===== src/rtl/tlt_pkg.sv =====
// Package for the task latency tracker: field widths, operation and error codes, the slot
// structure shared by the cell, head and top, and the scan accumulator of head and top.
// No dependencies.
package tlt_pkg;

  localparam int ID_W                  = 32;
  localparam int TIME_W                = 48;
  localparam int MODE_W                = 2;
  localparam int ERR_W                 = 2;
  localparam int DEFAULT_RUNNING_SLOTS = 16;

  typedef enum logic [MODE_W-1:0] {
    MODE_BEGIN = 2'd0,
    MODE_END   = 2'd1,
    MODE_QUERY = 2'd2,
    MODE_CLEAR = 2'd3
  } mode_t;

  typedef enum logic [ERR_W-1:0] {
    ERR_NONE       = 2'd0,
    ERR_UNKNOWN_ID = 2'd1,
    ERR_TABLE_FULL = 2'd2
  } err_t;

  // One running-task slot.
  typedef struct packed {
    logic              valid;
    logic [ID_W-1:0]   id;
    logic [TIME_W-1:0] start;
  } slot_t;

  // What the scan has gathered so far in the current transaction.
  typedef struct packed {
    logic              hit;        // begin: id stored; end: id matched
    logic              run_found;  // query: a running task qualified
    logic [TIME_W-1:0] dur;        // end: elapsed time; query: running maximum
    logic [ID_W-1:0]   id;         // query: id of the running maximum
  } acc_t;

endpackage


===== src/rtl/tlt_in_if.sv =====
// Input channel of the task latency tracker: valid/ready handshake and request payload.
// Depends on tlt_pkg for field widths.
interface tlt_in_if;
  logic                        valid;
  logic                        ready;
  logic [tlt_pkg::MODE_W-1:0]  mode;
  logic [tlt_pkg::ID_W-1:0]    task_id;
  logic [tlt_pkg::TIME_W-1:0]  now;

  modport source (output valid, mode, task_id, now, input ready);
  modport sink   (input valid, mode, task_id, now, output ready);
endinterface


===== src/rtl/tlt_out_if.sv =====
// Result channel of the task latency tracker: valid/ready handshake and result payload.
// Depends on tlt_pkg for field widths.
interface tlt_out_if;
  logic                        valid;
  logic                        ready;
  logic [tlt_pkg::ID_W-1:0]    result_id;
  logic                        found;
  logic                        is_running;
  logic [tlt_pkg::TIME_W-1:0]  duration;
  logic [tlt_pkg::ERR_W-1:0]   error;

  modport source (output valid, result_id, found, is_running, duration, error,
                  input ready);
  modport sink   (input valid, result_id, found, is_running, duration, error,
                  output ready);
endinterface


===== src/rtl/task_latency_tracker.sv =====
// Task latency tracker top level: a ring of RUNNING_SLOTS slot cells rotated past one
// head unit, plus the completed-task record and the output register.
// Each transaction is accepted in IDLE, scans one full ring turn in SCAN (clear skips the
// scan) and ends in FINISH, where its result enters the output register; a new transaction
// is taken only back in IDLE, and a stalled result register holds FINISH until it frees.
// Reset (synchronous, active low) empties all slots, the record and the id counter at once.
// Depends on tlt_pkg, tlt_in_if, tlt_out_if, tlt_cell and tlt_head.
module task_latency_tracker #(
  parameter int RUNNING_SLOTS = tlt_pkg::DEFAULT_RUNNING_SLOTS
) (
  input  logic             clk,
  input  logic             rst_n,
  tlt_in_if.sink           in_ch,
  tlt_out_if.source        out_ch
);

  localparam int CNT_W = (RUNNING_SLOTS > 1) ? $clog2(RUNNING_SLOTS) : 1;

  // IDLE waits for a transaction. SCAN rotates the ring one slot per cycle for
  // one full turn, so every slot passes the head exactly once and the ring
  // ends where it started. FINISH forms the result and commits the record and
  // id counter in the cycle the result enters the output register.
  typedef enum logic [1:0] {
    ST_IDLE,
    ST_SCAN,
    ST_FINISH
  } state_t;

  state_t                      state_r;
  logic [CNT_W-1:0]            cnt_r;
  tlt_pkg::mode_t              mode_r;
  logic [tlt_pkg::ID_W-1:0]    key_r;
  logic [tlt_pkg::TIME_W-1:0]  now_r;
  tlt_pkg::acc_t               acc_r;

  logic [tlt_pkg::ID_W-1:0]    next_id_r;
  logic                        best_valid_r;
  logic [tlt_pkg::TIME_W-1:0]  best_dur_r;
  logic [tlt_pkg::ID_W-1:0]    best_id_r;

  logic                        out_valid_r;
  logic [tlt_pkg::ID_W-1:0]    out_rid_r;
  logic                        out_found_r;
  logic                        out_run_r;
  logic [tlt_pkg::TIME_W-1:0]  out_dur_r;
  tlt_pkg::err_t               out_err_r;

  // The ring. Each cell takes its upper neighbor's slot on a rotation; the top
  // cell takes the head slot as modified by the head unit.
  tlt_pkg::slot_t ring_q [RUNNING_SLOTS];
  tlt_pkg::slot_t ring_d [RUNNING_SLOTS];
  tlt_pkg::slot_t head_nxt;
  tlt_pkg::acc_t  acc_nxt;
  logic           shift_en;

  assign shift_en = (state_r == ST_SCAN);

  for (genvar i = 0; i < RUNNING_SLOTS; i++) begin : g_ring
    if (i == RUNNING_SLOTS - 1) begin : g_tail
      assign ring_d[i] = head_nxt;
    end else begin : g_link
      assign ring_d[i] = ring_q[i+1];
    end

    tlt_cell u_cell (
      .clk      (clk),
      .rst_n    (rst_n),
      .shift_en (shift_en),
      .slot_in  (ring_d[i]),
      .slot_q   (ring_q[i])
    );
  end

  tlt_head u_head (
    .mode     (mode_r),
    .key      (key_r),
    .now      (now_r),
    .head     (ring_q[0]),
    .acc      (acc_r),
    .head_nxt (head_nxt),
    .acc_nxt  (acc_nxt)
  );

  // The output register takes a new result when it is empty or its current
  // result is being taken in this cycle.
  logic out_free;
  assign out_free     = !out_valid_r || out_ch.ready;
  assign in_ch.ready  = (state_r == ST_IDLE);

  // Result and record update, evaluated in FINISH.
  logic [tlt_pkg::ID_W-1:0]    res_rid;
  logic                        res_found;
  logic                        res_run;
  logic [tlt_pkg::TIME_W-1:0]  res_dur;
  tlt_pkg::err_t               res_err;
  logic                        best_upd;

  always_comb begin
    res_rid   = '0;
    res_found = 1'b0;
    res_run   = 1'b0;
    res_dur   = '0;
    res_err   = tlt_pkg::ERR_NONE;
    best_upd  = 1'b0;
    case (mode_r)
      tlt_pkg::MODE_BEGIN: begin
        if (acc_r.hit) begin
          res_rid = key_r;
        end else begin
          res_err = tlt_pkg::ERR_TABLE_FULL;
        end
      end
      tlt_pkg::MODE_END: begin
        if (acc_r.hit) begin
          res_rid   = key_r;
          res_found = 1'b1;
          res_dur   = acc_r.dur;
          // Longest completed task wins; equal durations go to the larger id.
          best_upd  = !best_valid_r || (acc_r.dur > best_dur_r) ||
                      ((acc_r.dur == best_dur_r) && (key_r > best_id_r));
        end else begin
          res_err = tlt_pkg::ERR_UNKNOWN_ID;
        end
      end
      tlt_pkg::MODE_QUERY: begin
        // The completed record stands unless a running task is strictly longer.
        if (best_valid_r && !(acc_r.run_found && (best_dur_r < acc_r.dur))) begin
          res_rid   = best_id_r;
          res_found = 1'b1;
          res_dur   = best_dur_r;
        end else if (acc_r.run_found) begin
          res_rid   = acc_r.id;
          res_found = 1'b1;
          res_run   = 1'b1;
          res_dur   = acc_r.dur;
        end
      end
      default: begin
      end
    endcase
  end

  always_ff @(posedge clk) begin
    if (!rst_n) begin
      state_r      <= ST_IDLE;
      cnt_r        <= '0;
      next_id_r    <= '0;
      best_valid_r <= 1'b0;
      best_dur_r   <= '0;
      best_id_r    <= '0;
      out_valid_r  <= 1'b0;
    end else begin
      // A new result loads the register; otherwise a taken result empties it.
      if ((state_r == ST_FINISH) && out_free) begin
        out_valid_r <= 1'b1;
      end else if (out_ch.ready) begin
        out_valid_r <= 1'b0;
      end
      case (state_r)
        ST_IDLE: begin
          if (in_ch.valid) begin
            mode_r <= tlt_pkg::mode_t'(in_ch.mode);
            key_r  <= (tlt_pkg::mode_t'(in_ch.mode) == tlt_pkg::MODE_BEGIN) ?
                      next_id_r : in_ch.task_id;
            now_r  <= in_ch.now;
            acc_r  <= '0;
            cnt_r  <= '0;
            state_r <= (tlt_pkg::mode_t'(in_ch.mode) == tlt_pkg::MODE_CLEAR) ?
                       ST_FINISH : ST_SCAN;
          end
        end
        ST_SCAN: begin
          acc_r <= acc_nxt;
          cnt_r <= cnt_r + 1'b1;
          if (cnt_r == CNT_W'(RUNNING_SLOTS - 1)) begin
            state_r <= ST_FINISH;
          end
        end
        ST_FINISH: begin
          if (out_free) begin
            out_rid_r   <= res_rid;
            out_found_r <= res_found;
            out_run_r   <= res_run;
            out_dur_r   <= res_dur;
            out_err_r   <= res_err;
            if ((mode_r == tlt_pkg::MODE_BEGIN) && acc_r.hit) begin
              next_id_r <= key_r + 1'b1;
            end
            if (best_upd) begin
              best_valid_r <= 1'b1;
              best_dur_r   <= acc_r.dur;
              best_id_r    <= key_r;
            end
            if (mode_r == tlt_pkg::MODE_CLEAR) begin
              best_valid_r <= 1'b0;
              best_dur_r   <= '0;
              best_id_r    <= '0;
            end
            state_r <= ST_IDLE;
          end
        end
        default: begin
          state_r <= ST_IDLE;
        end
      endcase
    end
  end

  assign out_ch.valid      = out_valid_r;
  assign out_ch.result_id  = out_rid_r;
  assign out_ch.found      = out_found_r;
  assign out_ch.is_running = out_run_r;
  assign out_ch.duration   = out_dur_r;
  assign out_ch.error      = out_err_r;

endmodule


===== src/rtl/tlt_cell.sv =====
// One slot of the running-task ring: holds valid, id and start time and loads
// its neighbor's slot whenever the ring rotates. Depends on tlt_pkg.
module tlt_cell (
  input  logic           clk,
  input  logic           rst_n,
  input  logic           shift_en,
  input  tlt_pkg::slot_t slot_in,
  output tlt_pkg::slot_t slot_q
);

  logic                       valid_r;
  logic [tlt_pkg::ID_W-1:0]   id_r;
  logic [tlt_pkg::TIME_W-1:0] start_r;

  always_ff @(posedge clk) begin
    if (!rst_n) begin
      valid_r <= 1'b0;
    end else if (shift_en) begin
      valid_r <= slot_in.valid;
    end
  end

  // Id and start time are only looked at while the slot is valid.
  always_ff @(posedge clk) begin
    if (shift_en) begin
      id_r    <= slot_in.id;
      start_r <= slot_in.start;
    end
  end

  assign slot_q = '{valid: valid_r, id: id_r, start: start_r};

endmodule


===== src/rtl/tlt_head.sv =====
// Head-of-ring logic: examines the slot at the ring head for the current transaction,
// produces the slot to write back at the tail and the updated scan accumulator.
// Depends on tlt_pkg.
module tlt_head (
  input  tlt_pkg::mode_t              mode,
  input  logic [tlt_pkg::ID_W-1:0]    key,
  input  logic [tlt_pkg::TIME_W-1:0]  now,
  input  tlt_pkg::slot_t              head,
  input  tlt_pkg::acc_t               acc,
  output tlt_pkg::slot_t              head_nxt,
  output tlt_pkg::acc_t               acc_nxt
);

  logic [tlt_pkg::TIME_W-1:0] elapsed;
  logic                       match;

  assign elapsed = now - head.start;
  assign match   = head.valid && (head.id == key);

  always_comb begin
    head_nxt = head;
    acc_nxt  = acc;
    case (mode)
      tlt_pkg::MODE_BEGIN: begin
        // The first matching or free slot takes the new task. A match found
        // after a free slot was already taken is dropped, so the id ends up
        // stored exactly once.
        if (match) begin
          if (acc.hit) begin
            head_nxt.valid = 1'b0;
          end else begin
            head_nxt.start = now;
            acc_nxt.hit    = 1'b1;
          end
        end else if (!head.valid && !acc.hit) begin
          head_nxt    = '{valid: 1'b1, id: key, start: now};
          acc_nxt.hit = 1'b1;
        end
      end
      tlt_pkg::MODE_END: begin
        if (match) begin
          head_nxt.valid = 1'b0;
          acc_nxt.hit    = 1'b1;
          acc_nxt.dur    = elapsed;
        end
      end
      tlt_pkg::MODE_QUERY: begin
        // The maximum starts at zero, so a task needs a nonzero duration to
        // qualify; equal durations go to the lower id.
        if (head.valid && ((elapsed > acc.dur) ||
            (acc.run_found && (elapsed == acc.dur) && (head.id < acc.id)))) begin
          acc_nxt.run_found = 1'b1;
          acc_nxt.dur       = elapsed;
          acc_nxt.id        = head.id;
        end
      end
      default: begin
      end
    endcase
  end

endmodule


===== src/flat_wrapper.sv =====
// flat-port wrapper written by rule: the top's interface ports become plain ports
module task_latency_tracker_flat 
#(
  parameter int RUNNING_SLOTS = tlt_pkg::DEFAULT_RUNNING_SLOTS
)
  (clk, rst_n, in_ch_valid, in_ch_mode, in_ch_task_id, in_ch_now, in_ch_ready, out_ch_valid, out_ch_result_id, out_ch_found, out_ch_is_running, out_ch_duration, out_ch_error, out_ch_ready);
  tlt_in_if in_ch_i ();
  tlt_out_if out_ch_i ();
  input  logic clk;
  input  logic rst_n;
  input wire logic [$bits(in_ch_i.valid)-1:0] in_ch_valid;
  input wire logic [$bits(in_ch_i.mode)-1:0] in_ch_mode;
  input wire logic [$bits(in_ch_i.task_id)-1:0] in_ch_task_id;
  input wire logic [$bits(in_ch_i.now)-1:0] in_ch_now;
  output wire logic [$bits(in_ch_i.ready)-1:0] in_ch_ready;
  output wire logic [$bits(out_ch_i.valid)-1:0] out_ch_valid;
  output wire logic [$bits(out_ch_i.result_id)-1:0] out_ch_result_id;
  output wire logic [$bits(out_ch_i.found)-1:0] out_ch_found;
  output wire logic [$bits(out_ch_i.is_running)-1:0] out_ch_is_running;
  output wire logic [$bits(out_ch_i.duration)-1:0] out_ch_duration;
  output wire logic [$bits(out_ch_i.error)-1:0] out_ch_error;
  input wire logic [$bits(out_ch_i.ready)-1:0] out_ch_ready;
  assign in_ch_i.valid = in_ch_valid;
  assign in_ch_i.mode = in_ch_mode;
  assign in_ch_i.task_id = in_ch_task_id;
  assign in_ch_i.now = in_ch_now;
  assign in_ch_ready = in_ch_i.ready;
  assign out_ch_valid = out_ch_i.valid;
  assign out_ch_result_id = out_ch_i.result_id;
  assign out_ch_found = out_ch_i.found;
  assign out_ch_is_running = out_ch_i.is_running;
  assign out_ch_duration = out_ch_i.duration;
  assign out_ch_error = out_ch_i.error;
  assign out_ch_i.ready = out_ch_ready;
  task_latency_tracker #(.RUNNING_SLOTS(RUNNING_SLOTS)) u_core (.clk(clk), .rst_n(rst_n), .in_ch(in_ch_i), .out_ch(out_ch_i));
endmodule

===== config.mk =====
export PLATFORM = sky130hd
export DESIGN_NAME = task_latency_tracker_flat
export DESIGN_NICKNAME = d
export VERILOG_FILES = /design/src/rtl/tlt_pkg.sv /design/src/rtl/tlt_in_if.sv /design/src/rtl/tlt_out_if.sv /design/src/rtl/task_latency_tracker.sv /design/src/rtl/tlt_cell.sv /design/src/rtl/tlt_head.sv /design/src/flat_wrapper.sv
export SDC_FILE = /design/constraint.sdc
export NUM_CORES = 2
export LEC_CHECK = 0
export BUFFER_PORTS_ARGS = -buffer_cell sky130_fd_sc_hd__buf_2
export CORE_MARGIN = 10
export CORE_UTILIZATION = 62
export CTS_CLUSTER_DIAMETER = 60
export DETAILED_ROUTE_END_ITERATION = 7
export GPL_ROUTABILITY_DRIVEN = 1
export PLACE_DENSITY_LB_ADDON = 0.15
export SETUP_SLACK_MARGIN = 0.3
export SLEW_MARGIN = 20
export SYNTH_ARGS = -nofsm -noshare
export SYNTH_HDL_FRONTEND = slang
export SYNTH_SLANG_ARGS = --single-unit

===== constraint.sdc =====
create_clock -name clk -period 114.9 [get_ports clk]
set_input_delay 11.49 -clock clk [delete_from_list [all_inputs] [get_ports clk]]
set_output_delay 11.49 -clock clk [all_outputs]
set_load 0.01 [all_outputs]

==> impl_results.md <==
- Outcome: complete, no violations
- Clock skew: 0.0263 ns
- Post-Route WL: 120 mm
- Flop-to-flop setup slack: 108.15 ns
- Clk pin slew, worst setup/hold paths: 0.06 ns
- Synth Area in Adders: 4.34%
- Worst Hold Path EP: u_core.g_ring[11].u_cell.start_r[13]
- Final setup fails: 0
- Min-Delay Path Depth: 0
- Die X: 336 um
- Worst r2r src: u_core.g_ring[0].u_cell.start_r[0]
- Cell-by-cell listing of the critical path: nor2_1 -> buf_2
- Share of post-route cells with drive strength above 1: 14.6%
- F_max: 0.0729 GHz
- Post-synth ARST share: 0%
- Leakage power: 25.0 nW
- DR WL/cell: 23.0 um
- M1 GR Usage: 30.9%
- Mapped cell area: 61,900 um2
- Crit-path max cell delay: 0.76 ns
- Clk_lat worst skew: 0.77 ns
- Final GP Congestion: 0.908
- Initial antenna violation count: 3
- Max Buffers Root-to-Sink: 3
- Synth Flop Type: edfxtp_1
- Vias in the first global route: 30,560
- End-of-flow core utilization: 70.4%
- RSZ-0062 raised after global routing: false
- Global routing usage on met3: 3.79%
- Final period utilization: 11.9%
- # resized after CTS: 0
- Port Buffers: 171
- Antenna diode count: 0
- Global Route Usage Sum: 21.3%
- Crit path kind: flop to output pin
- Synth unique cells: 76
- Sequential share of the synthesized area: 78.5%
- First-pass GRT wire length: 183 mm
- Final TNS setup: 0 ns
- Synth Register Bits: 1,664
- Clock sinks: 1,664
- Max-slew violations: 0
- Post-CTS Setup Bufs: 0
- Largest cells by area after synthesis: edfxtp_1 74%, dfxtp_1 4.4%, ha_1 4.3%, mux2_2 2.1%, nand2_1 1.5%
- CP max FO: 11
- DRT Pass-1 Iters: 6
- Largest area contributor in the netlist: edfxtp_1
- Routed vias/inst: 5.87
- CTS Root Cell: clkbuf_16
- Post-Synth XOR/XNOR Area: 1.37%
- Layout filler cell count: 6,279
- Core area: 98,700 um2
- Final hold vios: 0
- Remaining DRCs: 0
- Startpoint types: flop
- Placed Instances: 4,953
- Hold_sp: u_core.g_ring[12].u_cell.start_r[13]
- CP max-delay cell: nor2_1
- Busiest grt layer: met2
- Post-synthesis simple-gate area fraction: 4.76%
- Syn Nets: 3,876
- R2R cell count: 21
- Area delta synth->final: 12.3%
- Post-Synthesis Cells: 3,576
- GRT Residual Overflow: 0
- WHS: 0.410 ns
- Worst R2R End: u_core.acc_r[63]
- Die area: 113,000 um2
- First-iteration detailed-routing DRC count: 3,076
- Num CTS Buffers: 160
- Max cap viols: 0
- Syn Area/Cell: 17.3 um2
- Met2 Use GR: 32.5%
- Overall Power: 1.41 mW
- Routed vias: 30,730
- I/O pins: 172
- Htree depth: 4
- Hpwl dp: 75.9 mm
- Largest family of logic cells by synthesized area: compound AO/OA/AOI/OAI gates
- Slew margin rel.: 25.2%
- Number of synthesized flops with an enable pin: 1,528
- Critical path required time: 103.41 ns
- Antenna Nets Post-Route: 0
- Worst min-delay path category: flop to flop
- # rows: 115
- Crit. End Element: output pin
- Hold Buf Count CTS: 0
- Critical path's top delay family: simple AND/OR/NAND/NOR gates
- Ys Warns: 0
- CTS tree: built
- PD cells: 20.3 nW/um2
- Die height: 336 um
- Arrival @ worst endpoint: 2.22 ns
- Initial core utilization: 62.7%
- Post-synthesis mux area share: 3.45%
- Top-area cell type share of the netlist area: 74.1%
- Tightest Pin Transition: 1.12 ns
- Buf/Inv on CP: 1
- Worst vdd ir: 0.0148 mV
- Min Tclk post-route: 13.71 ns
- Largest net degree at the start of global routing: 223
- Post-synthesis compound-gate area fraction: 5.64%
- Stages on worst setup path: 2
- Final net count: 4,130
- Final Non-Filler Cells: 5,234
cells by family (layout without fill, tap and decap cells):
| group | count (synthesis) | count (layout) |
|---|---|---|
| AO/OA/AOI/OAI | 486 | 486 |
| XOR/XNOR | 97 | 97 |
| adder cells (fa/ha/maj) | 214 | 214 |
| buffers and inverters | 299 | 670 |
| flip-flops | 1664 | 1664 |
| multiplexers | 199 | 199 |
| AND/OR/NAND/NOR | 617 | 617 |
flip-flops by register name (all words and copies together) (netlist names):
register,count
u_core.g_ring.u_cell.valid_r,16
u_core.key_r,32
u_core.out_ch.result_id,32
u_core.state_r,2
u_core.best_dur_r,48
u_core.mode_r,2
u_core.out_ch.valid,1
u_core.next_id_r,32
u_core.g_ring.u_cell.start_r,768
u_core.out_ch.is_running,1
u_core.best_id_r,32
u_core.out_ch.found,1
u_core.g_ring.u_cell.id_r,512
u_core.out_ch.error,2
u_core.now_r,48
u_core.acc_r,82
u_core.cnt_r,4
u_core.out_ch.duration,48
u_core.best_valid_r,1
Yosys cell counts (all sizes together), types with 32 or more instances:
| cell type | count |
|---|---|
| mux2 | 114 |
| a211oi | 47 |
| clkbuf | 85 |
| edfxtp | 1528 |
| xor2 | 66 |
| nand4 | 44 |
| mux2i | 85 |
| a22oi | 35 |
| nor2 | 101 |
| a21oi | 95 |
| a21o | 71 |
| a22o | 49 |
| dfxtp | 136 |
| ha | 213 |
| nand2 | 254 |
| o2bb2ai | 32 |
| o21ai | 54 |
| inv | 182 |
| and2 | 74 |
worst register-to-register path, delay by kind of cell (launching register included):
kind,cells,cell delay (ns)
AOI/OAI and AO/OA,8,2.57
xor gates and xnor gates,1,0.15
adders and majority gates,3,0.83
buffers and inverters,3,0.83
DFF,1,0.44
muxes,1,0.42
and+or+nand+nor,5,1.07
report_power, final:
part           total, mW  switching, mW  internal, mW
logic              0.131         0.0901        0.0412
clock network      0.514          0.216         0.298
registers          0.766         0.0238         0.742
total               1.41          0.330          1.08
area by class of cell:
class / count / area, um2 / share of cell area (%)
Clock inverter: 80 / 890 / 1.28
Tap cell: 1287 / 1610 / 2.32
Multi-Input combinational cell: 1613 / 12200 / 17.6
Inverter: 183 / 694 / 0.999
Sequential cell: 1664 / 48600 / 69.9
Clock buffer: 199 / 4270 / 6.14
Timing Repair Buffer: 208 / 1210 / 1.74
cell usage in the layout, fill, tap and decap left out, types with 74 or more instances in the layout:
| master | instances |
|---|---|
| inv_1 | 181 |
| mux2i_1 | 85 |
| a21oi_1 | 94 |
| and2_1 | 74 |
| nor2_1 | 95 |
| dfxtp_1 | 136 |
| ha_1 | 213 |
| nand2_1 | 254 |
| clkbuf_16 | 164 |
| mux2_2 | 114 |
| buf_2 | 171 |
| edfxtp_1 | 1528 |
layer usage:
metal	vias to the layer above	wire length, um	share of wire [%]
met4	2	3670	3.1
met1	15442	54100	45
met3	220	7120	5.9
met2	980	55400	46
met5	-	8	0.0067
li1	14086	-	-
per-stage QoR:
step | setup WS (ns) | area, um2
after floorplan | 35.54 | 61900
after global placement | 100.55 | 64300
after CTS | 101.19 | 69400
after global routing | 100.97 | 69500
after detailed placement | 100.46 | 64300
final | 101.19 | 69500
worst max path at each step:
stage / start / to / slack, ns
2_1_floorplan: u_core.state_r[1] / u_core.key_r[0] / 35.54
3_3_place_gp: out_ch_ready / u_core.best_dur_r[35] / 100.55
3_5_place_dp: out_ch_ready / u_core.best_dur_r[30] / 100.46
4_1_cts: u_core.state_r[1] / in_ch_ready / 101.19
5_1_grt: out_ch_ready / u_core.best_dur_r[30] / 100.97
6_report: u_core.state_r[1] / in_ch_ready / 101.19
Power figures use the tool's default switching activity.
